--- src/design/fpd_pkg.sv ---
// Shared types, register indexes and constants for the flight phase detector.
package fpd_pkg;

    // Field widths
    localparam int ALT_W   = 24;
    localparam int VS_W    = 16;
    localparam int TIME_W  = 32;
    localparam int DIST_W  = 23;
    localparam int SINK_W  = 15;
    localparam int PHASE_W = 2;

    // Stream and config port widths
    localparam int S_DATA_W  = 72;
    localparam int M_DATA_W  = 32;
    localparam int CFG_IDX_W = 3;
    localparam int CFG_DAT_W = 32;

    // Bit positions in the result tdata
    localparam int M_PHASE_LSB = 0;
    localparam int M_PEAK_LSB  = PHASE_W;

    // Jump phases
    typedef enum logic [PHASE_W-1:0] {
        PH_GROUND   = 2'd0,
        PH_FLIGHT   = 2'd1,
        PH_FREEFALL = 2'd2,
        PH_CANOPY   = 2'd3
    } phase_t;

    // Register indexes on the config channel
    localparam logic [CFG_IDX_W-1:0] REG_CLIMB_ALT      = 3'd0;
    localparam logic [CFG_IDX_W-1:0] REG_CLIMB_HOLD     = 3'd1;
    localparam logic [CFG_IDX_W-1:0] REG_FREEFALL_DROP  = 3'd2;
    localparam logic [CFG_IDX_W-1:0] REG_FREEFALL_SINK  = 3'd3;
    localparam logic [CFG_IDX_W-1:0] REG_CANOPY_DIRECT  = 3'd4;
    localparam logic [CFG_IDX_W-1:0] REG_CANOPY_AFTER   = 3'd5;
    localparam logic [CFG_IDX_W-1:0] REG_LANDING_ALT    = 3'd6;
    localparam logic [CFG_IDX_W-1:0] REG_LANDING_HOLD   = 3'd7;

    // Fixed speed thresholds, sixteenths of ft/s (10 ft/s and 8 ft/s)
    localparam logic [VS_W:0] FREEFALL_SLOW = 17'd160;
    localparam logic [VS_W:0] LANDING_STILL = 17'd128;

    // Configuration registers
    typedef struct packed {
        logic [DIST_W-1:0]        climb_altitude;
        logic [TIME_W-1:0]        climb_hold_ms;
        logic [DIST_W-1:0]        freefall_drop;
        logic [SINK_W-1:0]        freefall_sink;
        logic [DIST_W-1:0]        canopy_direct_drop;
        logic [DIST_W-1:0]        canopy_after_freefall_drop;
        logic signed [ALT_W-1:0]  landing_altitude;
        logic [TIME_W-1:0]        landing_hold_ms;
    } cfg_t;

    localparam cfg_t CFG_RESET = '{
        climb_altitude:             23'd8000,
        climb_hold_ms:              32'd2000,
        freefall_drop:              23'd4800,
        freefall_sink:              15'd800,
        canopy_direct_drop:         23'd24000,
        canopy_after_freefall_drop: 23'd16000,
        landing_altitude:           24'sd16000,
        landing_hold_ms:            32'd5000
    };

    // Tracker state carried from sample to sample
    typedef struct packed {
        phase_t                   phase;
        logic signed [ALT_W-1:0]  peak;
        logic [TIME_W-1:0]        climb_start;
        logic                     climb_valid;
        logic [TIME_W-1:0]        still_start;
        logic                     still_valid;
    } state_t;

    localparam state_t STATE_RESET = '{
        phase:       PH_GROUND,
        peak:        24'sd0,
        climb_start: 32'd0,
        climb_valid: 1'b0,
        still_start: 32'd0,
        still_valid: 1'b0
    };

endpackage

--- src/design/fpd_step.sv ---
// Next-state logic for one altimeter sample: timers, phase rules and peak.
module fpd_step
(
    input  fpd_pkg::cfg_t                   cfg,
    input  fpd_pkg::state_t                 state_cur,
    input  logic signed [fpd_pkg::ALT_W-1:0] altitude,
    input  logic signed [fpd_pkg::VS_W-1:0]  vertical_speed,
    input  logic [fpd_pkg::TIME_W-1:0]      now_ms,
    output fpd_pkg::state_t                 state_nxt
);

    logic signed [fpd_pkg::ALT_W:0]   alt25;
    logic signed [fpd_pkg::ALT_W:0]   climb25;
    logic                             above_climb;
    logic                             below_climb;
    logic signed [fpd_pkg::ALT_W+1:0] alt26;
    logic signed [fpd_pkg::ALT_W+1:0] peak26;
    logic signed [fpd_pkg::ALT_W+1:0] ff_limit;
    logic signed [fpd_pkg::ALT_W+1:0] direct_limit;
    logic signed [fpd_pkg::ALT_W+1:0] after_limit;
    logic signed [fpd_pkg::VS_W:0]    vs17;
    logic signed [fpd_pkg::VS_W:0]    neg_sink;
    logic [fpd_pkg::VS_W:0]           speed_mag;
    logic [fpd_pkg::TIME_W-1:0]       climb_elapsed;
    logic [fpd_pkg::TIME_W-1:0]       still_elapsed;
    fpd_pkg::state_t                  st;

    // Widened operands for exact signed compares
    assign alt25   = $signed({altitude[fpd_pkg::ALT_W-1], altitude});
    assign climb25 = $signed({2'b00, cfg.climb_altitude});
    assign alt26   = $signed({{2{altitude[fpd_pkg::ALT_W-1]}}, altitude});
    assign vs17    = $signed({vertical_speed[fpd_pkg::VS_W-1], vertical_speed});
    assign neg_sink = 17'sd0 - $signed({2'b00, cfg.freefall_sink});
    assign speed_mag = vs17[fpd_pkg::VS_W] ? 17'(17'sd0 - vs17) : 17'(vs17);

    assign above_climb = alt25 > climb25;
    assign below_climb = alt25 < climb25;

    // Rules in fixed order; each one sees the result of the previous one
    always_comb
    begin
        st = state_cur;

        // Climb timer: starts above threshold, stops below, holds when equal
        if (above_climb && !st.climb_valid)
        begin
            st.climb_start = now_ms;
            st.climb_valid = 1'b1;
        end
        else if (below_climb)
        begin
            st.climb_start = '0;
            st.climb_valid = 1'b0;
        end
        climb_elapsed = now_ms - st.climb_start;
        if (st.phase == fpd_pkg::PH_GROUND && above_climb &&
            climb_elapsed > cfg.climb_hold_ms)
        begin
            st.phase = fpd_pkg::PH_FLIGHT;
        end

        // Peak tracking in flight
        if (st.phase == fpd_pkg::PH_FLIGHT && altitude > st.peak)
        begin
            st.peak = altitude;
        end

        peak26       = $signed({{2{st.peak[fpd_pkg::ALT_W-1]}}, st.peak});
        ff_limit     = peak26 - $signed({3'b000, cfg.freefall_drop});
        direct_limit = peak26 - $signed({3'b000, cfg.canopy_direct_drop});
        after_limit  = peak26 - $signed({3'b000, cfg.canopy_after_freefall_drop});

        // Drop below peak with fast sink
        if (st.phase == fpd_pkg::PH_FLIGHT && alt26 < ff_limit && vs17 < neg_sink)
        begin
            st.phase = fpd_pkg::PH_FREEFALL;
        end

        // Large drop straight to canopy
        if (st.phase == fpd_pkg::PH_FLIGHT && alt26 < direct_limit)
        begin
            st.phase = fpd_pkg::PH_CANOPY;
        end

        // Freefall slowed down well below peak
        if (st.phase == fpd_pkg::PH_FREEFALL && alt26 < after_limit &&
            speed_mag < fpd_pkg::FREEFALL_SLOW)
        begin
            st.phase = fpd_pkg::PH_CANOPY;
        end

        // Landing: low and still for long enough
        still_elapsed = now_ms - st.still_start;
        if (altitude < cfg.landing_altitude && speed_mag < fpd_pkg::LANDING_STILL)
        begin
            if (!st.still_valid)
            begin
                st.still_start = now_ms;
                st.still_valid = 1'b1;
            end
            else if (still_elapsed > cfg.landing_hold_ms)
            begin
                st.phase = fpd_pkg::PH_GROUND;
                st.peak  = '0;
            end
        end
        else
        begin
            st.still_start = '0;
            st.still_valid = 1'b0;
        end

        state_nxt = st;
    end

endmodule

--- src/design/flight_phase_detector_unit.sv ---
// Top level of the flight phase detector: stream ports, registers, config.
//
// Usage:
//   Slave stream (s_*) takes one altimeter sample per transaction:
//   altitude, vertical speed and a millisecond timestamp. Master stream
//   (m_*) returns one result per sample: the phase after the update and
//   the peak altitude of the current flight. The cfg channel writes the
//   eight threshold registers by index; it is always ready and must only
//   be used while no sample is in flight.
//   Path: an accepted sample is registered in the input stage, evaluated
//   by the step logic and registered in the result stage (m_tdata, m_tvalid).
//   Throughput: one sample per cycle while m_tready keeps the result
//   draining; the whole update is one pass of compares and subtracts
//   between the input and result registers, with the tracker state
//   written back in the same cycle.
//   Reset: phase goes to ground, peak to zero, both timers stop and the
//   registers take their default thresholds. Both stages come up empty.
//   Stall: while m_tready is low the result holds; the input stage still
//   takes one more sample, then s_tready drops until the result drains.
module flight_phase_detector_unit
(
    input  logic                             clk,
    input  logic                             rst_n,
    // Sample stream
    input  logic                             s_tvalid,
    output logic                             s_tready,
    input  logic [fpd_pkg::S_DATA_W-1:0]     s_tdata,   // altitude[23:0], vertical_speed[39:24], now_ms[71:40]
    // Result stream
    output logic                             m_tvalid,
    input  logic                             m_tready,
    output logic [fpd_pkg::M_DATA_W-1:0]     m_tdata,   // phase[1:0], peak_altitude[25:2], zero[31:26]
    // Register writes
    input  logic                             cfg_valid,
    output logic                             cfg_ready,
    input  logic [fpd_pkg::CFG_IDX_W-1:0]    cfg_index,
    input  logic [fpd_pkg::CFG_DAT_W-1:0]    cfg_data
);

    logic                              in_valid_reg;
    logic signed [fpd_pkg::ALT_W-1:0]  in_alt_reg;
    logic signed [fpd_pkg::VS_W-1:0]   in_vs_reg;
    logic [fpd_pkg::TIME_W-1:0]        in_now_reg;
    logic                              out_valid_reg;
    fpd_pkg::phase_t                   out_phase_reg;
    logic signed [fpd_pkg::ALT_W-1:0]  out_peak_reg;
    fpd_pkg::cfg_t                     cfg_reg;
    fpd_pkg::state_t                   state_reg;
    fpd_pkg::state_t                   state_next;
    logic                              advance;

    // Handshake: evaluate when the result register is free or draining
    assign advance   = in_valid_reg && (!out_valid_reg || m_tready);
    assign s_tready  = !in_valid_reg || advance;
    assign cfg_ready = 1'b1;

    // Input stage control
    always_ff @(posedge clk or negedge rst_n)
    begin
        if (!rst_n)
        begin
            in_valid_reg <= 1'b0;
        end
        else if (s_tready)
        begin
            in_valid_reg <= s_tvalid;
        end
    end

    // Input stage payload
    always_ff @(posedge clk)
    begin
        if (s_tvalid && s_tready)
        begin
            in_alt_reg <= $signed(s_tdata[23:0]);
            in_vs_reg  <= $signed(s_tdata[39:24]);
            in_now_reg <= s_tdata[71:40];
        end
    end

    // Per-sample update
    fpd_step u_step
    (
        .cfg            (cfg_reg),
        .state_cur      (state_reg),
        .altitude       (in_alt_reg),
        .vertical_speed (in_vs_reg),
        .now_ms         (in_now_reg),
        .state_nxt      (state_next)
    );

    // Tracker state and result valid
    always_ff @(posedge clk or negedge rst_n)
    begin
        if (!rst_n)
        begin
            state_reg     <= fpd_pkg::STATE_RESET;
            out_valid_reg <= 1'b0;
        end
        else
        begin
            if (advance)
            begin
                state_reg     <= state_next;
                out_valid_reg <= 1'b1;
            end
            else if (m_tready)
            begin
                out_valid_reg <= 1'b0;
            end
        end
    end

    // Result payload
    always_ff @(posedge clk)
    begin
        if (advance)
        begin
            out_phase_reg <= state_next.phase;
            out_peak_reg  <= state_next.peak;
        end
    end

    // Config registers
    always_ff @(posedge clk or negedge rst_n)
    begin
        if (!rst_n)
        begin
            cfg_reg <= fpd_pkg::CFG_RESET;
        end
        else if (cfg_valid && cfg_ready)
        begin
            case (cfg_index)
                fpd_pkg::REG_CLIMB_ALT:
                    cfg_reg.climb_altitude <= cfg_data[fpd_pkg::DIST_W-1:0];
                fpd_pkg::REG_CLIMB_HOLD:
                    cfg_reg.climb_hold_ms <= cfg_data[fpd_pkg::TIME_W-1:0];
                fpd_pkg::REG_FREEFALL_DROP:
                    cfg_reg.freefall_drop <= cfg_data[fpd_pkg::DIST_W-1:0];
                fpd_pkg::REG_FREEFALL_SINK:
                    cfg_reg.freefall_sink <= cfg_data[fpd_pkg::SINK_W-1:0];
                fpd_pkg::REG_CANOPY_DIRECT:
                    cfg_reg.canopy_direct_drop <= cfg_data[fpd_pkg::DIST_W-1:0];
                fpd_pkg::REG_CANOPY_AFTER:
                    cfg_reg.canopy_after_freefall_drop <= cfg_data[fpd_pkg::DIST_W-1:0];
                fpd_pkg::REG_LANDING_ALT:
                    cfg_reg.landing_altitude <= $signed(cfg_data[fpd_pkg::ALT_W-1:0]);
                fpd_pkg::REG_LANDING_HOLD:
                    cfg_reg.landing_hold_ms <= cfg_data[fpd_pkg::TIME_W-1:0];
                default:
                    cfg_reg <= cfg_reg;
            endcase
        end
    end

    // Result stream
    assign m_tvalid = out_valid_reg;
    assign m_tdata  = {6'b000000, out_peak_reg, out_phase_reg};

endmodule

--- config.mk ---
export PLATFORM = sky130hd
export DESIGN_NAME = flight_phase_detector_unit
export DESIGN_NICKNAME = d
export VERILOG_FILES = /design/src/design/fpd_pkg.sv /design/src/design/fpd_step.sv /design/src/design/flight_phase_detector_unit.sv
export SDC_FILE = /design/constraint.sdc
export NUM_CORES = 1
export LEC_CHECK = 0
export ABC_CLOCK_PERIOD_IN_PS = 17250
export CORE_MARGIN = 4
export CORE_UTILIZATION = 60
export DETAILED_ROUTE_END_ITERATION = 10
export DONT_BUFFER_PORTS = 1
export PLACE_DENSITY = 0.76
export SETUP_SLACK_MARGIN = 0.3
export SKIP_CTS_REPAIR_TIMING = 1
export SYNTH_ARGS = -nofsm -noshare
export SYNTH_HDL_FRONTEND = slang
export SYNTH_SLANG_ARGS = --single-unit
--- constraint.sdc ---
create_clock -name clk -period 17.25 [get_ports clk]
set_input_delay 2.5875 -clock clk [delete_from_list [all_inputs] [get_ports clk]]
set_output_delay 2.5875 -clock clk [all_outputs]
set_load 0.01 [all_outputs]
Yosys cells after proc, flatten, opt, wreduce, memory -nomap -nowiden
Cells that the tools add are included.
- output and inout bits: 35
- word-level logic and storage cells: 97
- flip-flop bits (word level): 387
- muxes and demuxes: 15
- $lt $le $gt $ge: 12
- eq/ne operators: 11
- add/subtract/negate cells: 7
- reductions and logical operators: 31
- operator list (kind ; number):
    $mux 33 ; 4
    $mux 26 ; 3
    $lt 24x25->1 ; 3
    $sub 24x24->25 ; 3
    $gt 32x32->1 ; 2
    $sub 32x32->32 ; 2
    $gt 24x24->1 ; 2
    $lt 24x24->1 ; 2
    $lt 17x8->1 const B ; 2
    $mux 24 ; 1
    $reduce_and 2->1 ; 10
    $mux 17 ; 1
    $sub 1x16->17 const A ; 1
    $lt 16x16->1 ; 1
    $sub 1x15->16 const A ; 1
    $eq 3x3->1 const B ; 4
    $logic_and 1x1->1 ; 12
    $mux 2 ; 4
    $eq 3x2->1 const B ; 2
    $eq 2x1->1 const B ; 2
    $reduce_bool 2->1 ; 2
    $eq 3x1->1 const B ; 1
    $logic_not 1->1 ; 3
    $logic_not 3->1 ; 1
    other kinds (5) ; 7

Depth between registers and ports, before layout
Gate-level depths: netlist (run 1).
- depth after elaboration: 25
- depth in mapped cells: 60
- mapped depth without buffers: 58

By module
Synthesis (run 1) repeated with hierarchy kept, for this count alone.
- cell total of the unflattened synthesis: 2649
- area, all modules: 27781.6 µm²
- by module, submodules not included (module ; cells an instance ; times used ; area each (µm²) ; seq. area each (µm²)):
    fpd_step ; 1920 ; 1 ; 13902.1 ; 0.0
    flight_phase_detector_unit ; 729 ; 1 ; 13879.6 ; 10228.6

Worst setup path before layout (run 1)
OpenSTA, ideal clock, no wires.
- path type: flip-flop to flip-flop
- start point: register in_alt_reg[22] (netlist bit)
- end point: register state_reg[91] (netlist bit)
- stages on the path, launching flop included: 58
- clock period less this slack: 12.541 ns
- data arrival time: 12.444 ns
- buffers on the path: 3
- setup slack: 4.709 ns
- setup time: 0.097 ns
- cell sequence: edfxtp_1 ha_1 nand4b_4 nor2_1 or4b_1 nand3_1 nor2_1 nor2_1 clkbuf_1 clkbuf_1 nand2_1 fa_1 a21oi_1 o22ai_1 o21a_1 o31a_1 or3_1 a31oi_4 [22 not listed] o21ai_0 a21oi_1 o21a_1 nor2_1 o21bai_1 a21oi_1 xor2_1 ha_1 a21o_1 a21o_1 a211oi_1 nor2_1 nor4_1 a21oi_1 o21ai_0 or4b_2 and3_1 a211oi_1
- cells in the longest elaborated chain, start to end: 25
- ends and longest elaborated chain (item ; line ; RTL):
    from (decl) ; flight_phase_detector_unit.sv:40 ; logic signed [fpd_pkg::ALT_W-1:0] in_alt_reg;
    from (signal assigned) ; flight_phase_detector_unit.sv:74 ; in_alt_reg <= $signed(s_tdata[23:0]);
    $lt 24x24->1 / $gt 24x24->1 (equally long branches) ; fpd_step.sv:37, fpd_step.sv:36 ;
    $mux 33 / $logic_and 1x1->1 (equally long branches) ; fpd_step.sv:50, fpd_step.sv:45 ;
    $mux 33 ; fpd_step.sv:45 ; if (above_climb && !st.climb_valid)
    $sub 32x32->32 ; fpd_step.sv:55 ; climb_elapsed = now_ms - st.climb_start;
    $gt 32x32->1 ; fpd_step.sv:57 ; climb_elapsed > cfg.climb_hold_ms)
    $logic_and 1x1->1 ; fpd_step.sv:56 ; if (st.phase == fpd_pkg::PH_GROUND && above_climb &&
    $mux 2 ; fpd_step.sv:56 ;
    $eq 2x1->1 ; fpd_step.sv:63, fpd_step.sv:74 ;
    [8 not listed] ; n/a ;
    $logic_and 1x1->1 ; fpd_step.sv:80 ; if (st.phase == fpd_pkg::PH_FLIGHT && alt26 < direct_limit)
    $mux 2 ; fpd_step.sv:80 ;
    $eq 2x2->1 ; fpd_step.sv:86 ; if (st.phase == fpd_pkg::PH_FREEFALL && alt26 < after_limit &&
    $logic_and 1x1->1 (2 in series) ; fpd_step.sv:86 ;
    $mux 2 ; fpd_step.sv:86 ;
    $mux 26 ; fpd_step.sv:101 ; else if (still_elapsed > cfg.landing_hold_ms)
    $mux 26 ; fpd_step.sv:96 ; if (!st.still_valid)
    $mux 26 * ; fpd_step.sv:94 ; if (altitude < cfg.landing_altitude && speed_mag < fpd_pkg::LANDING_STILL)
    to (signal assigned) ; flight_phase_detector_unit.sv:96 ; state_reg <= fpd_pkg::STATE_RESET;
    to (signal assigned) ; flight_phase_detector_unit.sv:103 ; state_reg <= state_next;
    to (decl) ; flight_phase_detector_unit.sv:47 ; fpd_pkg::state_t state_reg;
Every way passes the cells marked *; elsewhere a longest branch is shown, timed or not. The select of a mux whose other input is x is not followed.
A chain may end at the register's enable or synchronous reset.

==> metrics.md, run 1 <==
| Metric | Value |
|---|---|
| Post-synthesis instance area | `26400 um^2` |
| Count of endpoints failing hold in the final timing report | `0` |
| Largest net degree at the start of global routing | `290` |
| Unrepaired setup endpoints after global routing | `false` |
| Crit Reg-Reg Endpoint | `state_reg[90]` |
| TritonCTS buffer count | `44` |
| Total count of max-transition violations in the final report | `0` |
| Die width | `218 um` |
| Final routed wirelength across all metal layers | `69800 um` |
| Proportion of netlist area held by the largest area contributor | `23.3%` |
| Arrival time at the worst endpoint | `14.83 ns` |
| Row count | `76` |
| Startpoint of the lowest-slack hold path | `state_reg[41]` |
| Number of levels the H-tree was split into | `2` |
| Mean routed wirelength per cell | `21.4 um` |
| Number of distinct standard cells referenced by the synthesized netlist | `80` |
| Reported net switching power | `2020 uW` |
| Average vias per placed instance | `6.15` |
| Worst clock skew | `0.0124 ns` |
| Net switching fraction of the power | `40.9%` |
| Static Leakage | `0.0130 uW` |
| Buffer type at the clock tree root | `clkbuf_16` |
| Ratio of final minimum period to clock period | `83.0%` |
| Largest cells by area after synthesis | `dfrtp_1 (23%), ha_1 (17%), edfxtp_1 (11%), mux2_2 (6.3%), dfstp_2 (4.3%)` |
| Number of cells on the worst hold path | `1` |
| Logic gate share of total power | `53.6%` |
| Total vias in the final route | `20000` |
| Max-slew headroom | `16.8%` |
| Post-synthesis async set-or-reset flop share | `74.7%` |
| Cell depth of the worst flop-to-flop path | `54` |
| Time the worst path needs with I/O delays and setup | `14.31 ns` |
| Fill cell instance count of the final layout | `3378` |
| Result of the run | `completed` |
| Seq/Total Area, Yosys | `38.7%` |
| Number of synthesized register bits | `387` |
| Gr usage total | `29.3%` |
| Max FFs per register | `195` |
| Clock edge transition at the registers on the reported setup and hold paths | `0.06 ns` |
| Power density over the cells | `172 nW/um^2` |
| Reg-to-reg setup timing slack | `2.94 ns` |
| End-of-flow core utilization | `66.2%` |
| Area grow syn2layout | `8.42%` |
| Most instantiated library cell after synthesis | `ha_1` |
| Worst Setup Path Type | `flip-flop to flip-flop` |
| Number of enable flip-flop cells after synthesis | `98` |
| Wire length of the first global-routing pass | `110000 um` |
| Transition time at the pin with the least slew margin | `1.24 ns` |
| DIE AREA | `47500 um^2` |
| Top cell types by occurrence after synthesis | `ha_1 (353), inv_1 (280), dfrtp_1 (246), nand2_1 (196), o21ai_0 (192)` |
| Internal Dissipation | `2920 uW` |
| Vertical extent of the die | `218 um` |
| FMAX | `69.9 MHz` |
| Placed instance area | `27100 um^2` |
| Ports | `147` |
| RR Startpoint | `in_alt_reg[20]` |
| Design Area, Final | `28700 um^2` |
| Number of endpoints failing setup at the final stage | `0` |
| Antenna violations before repair | `5` |
| Total global routing overflow | `0` |
| Max-Cap Viols | `0` |
| Power share of the sequential group | `25.5%` |
| Final weighted congestion of routability-driven global placement | `0.975` |
| Hold_ws | `0.502 ns` |
| Element type at the critical path end | `flip-flop` |
| Clock sink count | `387` |
| Library cell contributing the largest single delay on the critical path | `mux2i_1` |
| Buffer levels on the longest clock path | `3` |
| Synthesized netlist cell count | `2630` |
| Cell type with the largest total area after synthesis | `dfrtp_1` |
| Required time at the worst-slack endpoint | `17.77 ns` |
| Count of nets left with antenna violations after detail routing | `0` |
| Number of standard cells in the final layout excluding fillers | `3254` |
| Largest vdd supply drop | `0.0978 mV` |
| Effective utilization at floorplan | `61.1%` |
| # nets final | `3101` |
| Starting DRC count in detailed routing | `1657` |
| Worst Path Max Fanout | `32` |
| Share of post-route cells with drive strength above 1 | `12.0%` |
| Clock insertion delay at the later pin of the skew report | `0.59 ns` |
| Most Frequent Cell on Critical Path | `o21ai_0` |
| Hold Path Sink | `state_reg[41]` |
| Area inside the core boundary | `43300 um^2` |
| Count of synthesis-stage warnings from yosys | `0` |
| Via count of the first global-routing pass | `20300` |
| Clock Power Share | `20.9%` |
| Drt first pass iters | `5` |
| Avg Synthesized Cell Area | `10.0 um^2` |
| Post-Place Cells | `3170` |
| Aggregate negative setup slack | `0 ns` |
| Post-DP HPWL | `51700 um` |
| Critical path startpoint category | `flip-flop` |
| Count of port buffers added during placement | `0` |
| HP Class | `flip-flop to flip-flop` |
| Delay of the slowest cell on the worst path | `0.70 ns` |
| DRC violations left | `0` |
| Ys flop type | `dfrtp_1` |
| CTS tree | `built` |
==> cells by family after synthesis <==
kind of cell    count (synthesis)  synth area share (%)
buf+inv                       350                  5.18
other cells                     2                0.0284
fa+ha+maj                     358                  17.1
simple gates                  547                  10.2
mux                           158                  6.69
compound gates                709                  18.2
flops                         387                  38.7
xor+xnor                      119                  3.94
==> power groups by stage <==
stage / combinational [uW] / sequential [uW] / clock [uW]
final: 2640 / 1260 / 1030
after global routing: 2950 / 1280 / 1090
after CTS: 2610 / 1260 / 1050
after detailed placement: 2580 / 1270 / 0
after global placement: 2500 / 1260 / 0
after floorplan: 1940 / 1230 / 0
==> worst max-delay path by stage <==
stage | slack [ns] | to | cells past startpoint | from
after floorplan | 4.71 | state_reg[91] | 57 | in_alt_reg[22]
after global placement | 3.47 | state_reg[90] | 54 | in_alt_reg[20]
after detailed placement | 3.08 | state_reg[90] | 54 | in_alt_reg[20]
after CTS | 3.03 | state_reg[90] | 54 | in_alt_reg[20]
after global routing | 1.94 | state_reg[90] | 54 | in_alt_reg[20]
final | 2.94 | state_reg[90] | 54 | in_alt_reg[20]
==> area by class of cell <==
| class | instances | area, um^2 | share of cell area (%) |
|---|---|---|---|
| antenna | 2 | 5.00 | 0.0175 |
| clock buffer | 55 | 1200 | 4.20 |
| clock inverter | 27 | 384 | 1.34 |
| inverter | 280 | 1050 | 3.67 |
| multi-input combinational | 1898 | 14900 | 52.0 |
| sequential | 387 | 10200 | 35.7 |
| tap | 585 | 732 | 2.55 |
| timing repair buffer | 20 | 150 | 0.524 |
==> worst max-delay path: cells and delay by family, from the launching register on <==
kind	cells	cell delay, ns
multiplexers	2	0.92
buffers and inverters	2	0.52
AND/OR/NAND/NOR	20	3.98
flip-flops	1	0.57
adder cells (fa/ha/maj)	5	1.78
XOR/XNOR	1	0.14
AO/OA/AOI/OAI	24	6.31
==> through the flow <==
stage / total power [uW] / setup WS [ns]
floorplan: 3180 / 4.71
finish: 4940 / 2.94
global route: 5320 / 1.94
CTS: 4920 / 3.03
detailed placement: 3850 / 3.08
global placement: 3770 / 3.47
==> layer usage <==
| metal | GRT usage (%) | part of all wire (%) |
|---|---|---|
| met1 | 38.7 | 43 |
| met2 | 48.5 | 47 |
| met3 | 3.61 | 5.2 |
| met4 | 13.6 | 5.1 |
| met5 | 0 | 0 |
==> cell usage in the layout, fill, tap and decap left out, types with 23 or more instances in the layout <==
master / instances
a21o_1: 93
a21oi_1: 131
a22o_1: 65
a32o_1: 24
clkbuf_16: 45
dfrtp_1: 246
dfstp_2: 43
edfxtp_1: 98
ha_1: 353
inv_1: 280
mux2_2: 149
nand2_1: 196
nand2b_1: 38
nand3_1: 36
nand4_1: 42
nor2_1: 97
nor2b_1: 31
nor3_1: 32
o21a_1: 53
o21ai_0: 192
o31a_1: 23
xnor2_1: 68
xor2_1: 51
(Power assumes the default switching activity.)
==> run 2, diff against run 1 <==
- ABC_CLOCK_PERIOD_IN_PS: 17250 -> 11600
- CORE_UTILIZATION: 60 -> 59
- PLACE_DENSITY: 0.76 -> 0.78
- clock period: 17.25 -> 11.6 ns (I/O delays scaled with it)
==> run 2 against run 1 <==
  * Utilization is 4.3 points higher
  * Worst hold slack got worse by 0.0072 ns
  * Cell count grew 7.9%
  * The run now ends with setup timing left
  * Clock skew rose by 0.018 ns
  * Sequential power rose by 48%
  * Critical path depth is 4 higher
  * Wire length up 10%
==> metrics.md, run 2 (synthesized netlist as in run 1, its figures left out) <==
| Metric | Value |
|---|---|
| Crit Reg-Reg Endpoint | `state_reg[90]` |
| CTS tree | `built` |
| Most frequent cells in the layout | `ha_1 (339), inv_1 (276), buf_4 (257), dfrtp_1 (246), nand2_1 (194)` |
| DIE AREA | `48200 um^2` |
| Vertical extent of the die | `220 um` |
| DRC violations left | `0` |
| Clock sink count | `387` |
| Worst Setup Path Type | `flip-flop to flip-flop` |
| Final weighted congestion of routability-driven global placement | `0.989` |
| Element type at the critical path end | `flip-flop` |
| Drt first pass iters | `7` |
| Count of nets left with antenna violations after detail routing | `0` |
| Clock edge transition at the registers on the reported setup and hold paths | `0.06 ns` |
| Share of post-route cells with drive strength above 1 | `23.2%` |
| Reg-to-reg setup timing slack | `-0.50 ns` |
| Dpl ws | `-1.10 ns` |
| Most common cell after layout, fill and taps aside | `ha_1` |
| Max-slew headroom | `26.6%` |
| Time the worst path needs with I/O delays and setup | `12.10 ns` |
| Transition time at the pin with the least slew margin | `1.10 ns` |
| Number of cells on the worst hold path | `1` |
| Wire length of the first global-routing pass | `118000 um` |
| Unrepaired setup endpoints after global routing | `true` |
| Startpoint of the lowest-slack hold path | `in_valid_reg` |
| Post-DP HPWL | `56600 um` |
| Area inside the core boundary | `44200 um^2` |
| Total vias in the final route | `21500` |
| FMAX | `82.6 MHz` |
| Worst clock skew | `0.0305 ns` |
| Largest vdd supply drop | `0.203 mV` |
| Effective utilization at floorplan | `59.8%` |
| Via count of the first global-routing pass | `21600` |
| Critical path startpoint category | `flip-flop` |
| Row count | `77` |
| Starting DRC count in detailed routing | `1587` |
| Ratio of final minimum period to clock period | `104%` |
| Result of the run | `finished, violations left` |
| Count of port buffers added during placement | `0` |
| Delay of the slowest cell on the worst path | `0.48 ns` |
| Total count of max-transition violations in the final report | `0` |
| Clock insertion delay at the later pin of the skew report | `0.61 ns` |
| Max FFs per register | `195` |
| Most Frequent Cell on Critical Path | `buf_4` |
| Final routed wirelength across all metal layers | `77100 um` |
| Average vias per placed instance | `6.13` |
| Buffer levels on the longest clock path | `3` |
| Number of endpoints failing setup at the final stage | `4` |
| Arrival time at the worst endpoint | `12.59 ns` |
| Die width | `220 um` |
| Largest net degree at the start of global routing | `290` |
| Static Leakage | `0.0143 uW` |
| Buffer type at the clock tree root | `clkbuf_16` |
| Number of levels the H-tree was split into | `2` |
| End-of-flow core utilization | `70.5%` |
| Ports | `147` |
| Required time at the worst-slack endpoint | `12.09 ns` |
| Area grow syn2layout | `18.0%` |
| TritonCTS buffer count | `44` |
| Antenna violations before repair | `9` |
| Mean routed wirelength per cell | `21.9 um` |
| Cell depth of the worst flop-to-flop path | `58` |
| Gr usage total | `31.4%` |
| RR Startpoint | `in_alt_reg[22]` |
| Worst Path Max Fanout | `4` |
| HP Class | `flip-flop to flip-flop` |
| Total global routing overflow | `0` |
| Max-Cap Viols | `0` |
| Count of endpoints failing hold in the final timing report | `0` |
| Violations in the final reports | `setup timing` |
| Power density over the cells | `269 nW/um^2` |
| Setup WS post-layout | `-0.499 ns` |
| Hold Path Sink | `m_tvalid` |
| Fill cell instance count of the final layout | `3184` |
| # nets final | `3347` |
| Library cell contributing the largest single delay on the critical path | `a2111oi_4` |
[run 2: layout make-up]
cell class                      count  area (um^2)  area share [%]
Sequential cell                   387        10200            32.8
Inverter                          280         1050            3.37
Multi-Input combinational cell   1898        15600            50.1
Clock inverter                     17          149           0.478
Tap cell                          592          741            2.38
Timing Repair Buffer              266         2070            6.65
Antenna cell                        6         15.0          0.0482
Clock buffer                       65         1290            4.14
[run 2: critical path: cells and delay by family (launching register included)]
kind	cells	cell delay [ns]
multiplexers	3	0.68
AO/OA/AOI/OAI	26	5.17
flip-flops	1	0.43
XOR/XNOR	1	0.10
buffers and inverters	7	1.06
adder cells (fa/ha/maj)	7	1.80
AND/OR/NAND/NOR	14	2.71
[run 2: worst max-delay path by stage]
stage / depth (start not counted) / to / from / slack, ns
final: 58 / state_reg[90] / in_alt_reg[22] / -0.50
after CTS: 55 / state_reg[90] / cfg_reg[184] / -1.19
after detailed placement: 55 / state_reg[90] / cfg_reg[184] / -1.10
after floorplan: 58 / state_reg[91] / in_alt_reg[22] / 0.31
after global placement: 55 / state_reg[90] / cfg_reg[184] / -0.93
after global routing: 58 / state_reg[90] / cfg_reg[184] / -0.98
[run 2: per-stage QoR]
stage / instances / hold slack (ns) / TNS, ns / instance area [um^2] / total power [uW]
3_3_place_gp: 3396 / 0.475 / -3.26 / 28900 / 6160
6_report: 3511 / 0.495 / -1.66 / 31200 / 8390
5_1_grt: 3509 / 0.518 / -3.62 / 31200 / 8970
3_5_place_dp: 3396 / 0.487 / -3.89 / 28900 / 6330
2_1_floorplan: 2635 / 0.457 / 0 / 26600 / 4780
4_1_cts: 3478 / 0.494 / -4.25 / 30300 / 7750
[run 2: power by group]
group	internal [uW]	total, uW	switching, uW
Sequential	1700	1870	170
Combinational	2510	5140	2620
Clock	780	1380	605
[run 2: per-layer routing]
| layer | global-route usage (%) | up-vias | routed length [um] |
|---|---|---|---|
| li1 | - | 9987 | - |
| met1 | 38.7 | 10600 | 30400 |
| met2 | 54.4 | 701 | 38200 |
| met3 | 4.58 | 205 | 4720 |
| met4 | 14.8 | 4 | 3720 |
| met5 | 0 | - | 22 |
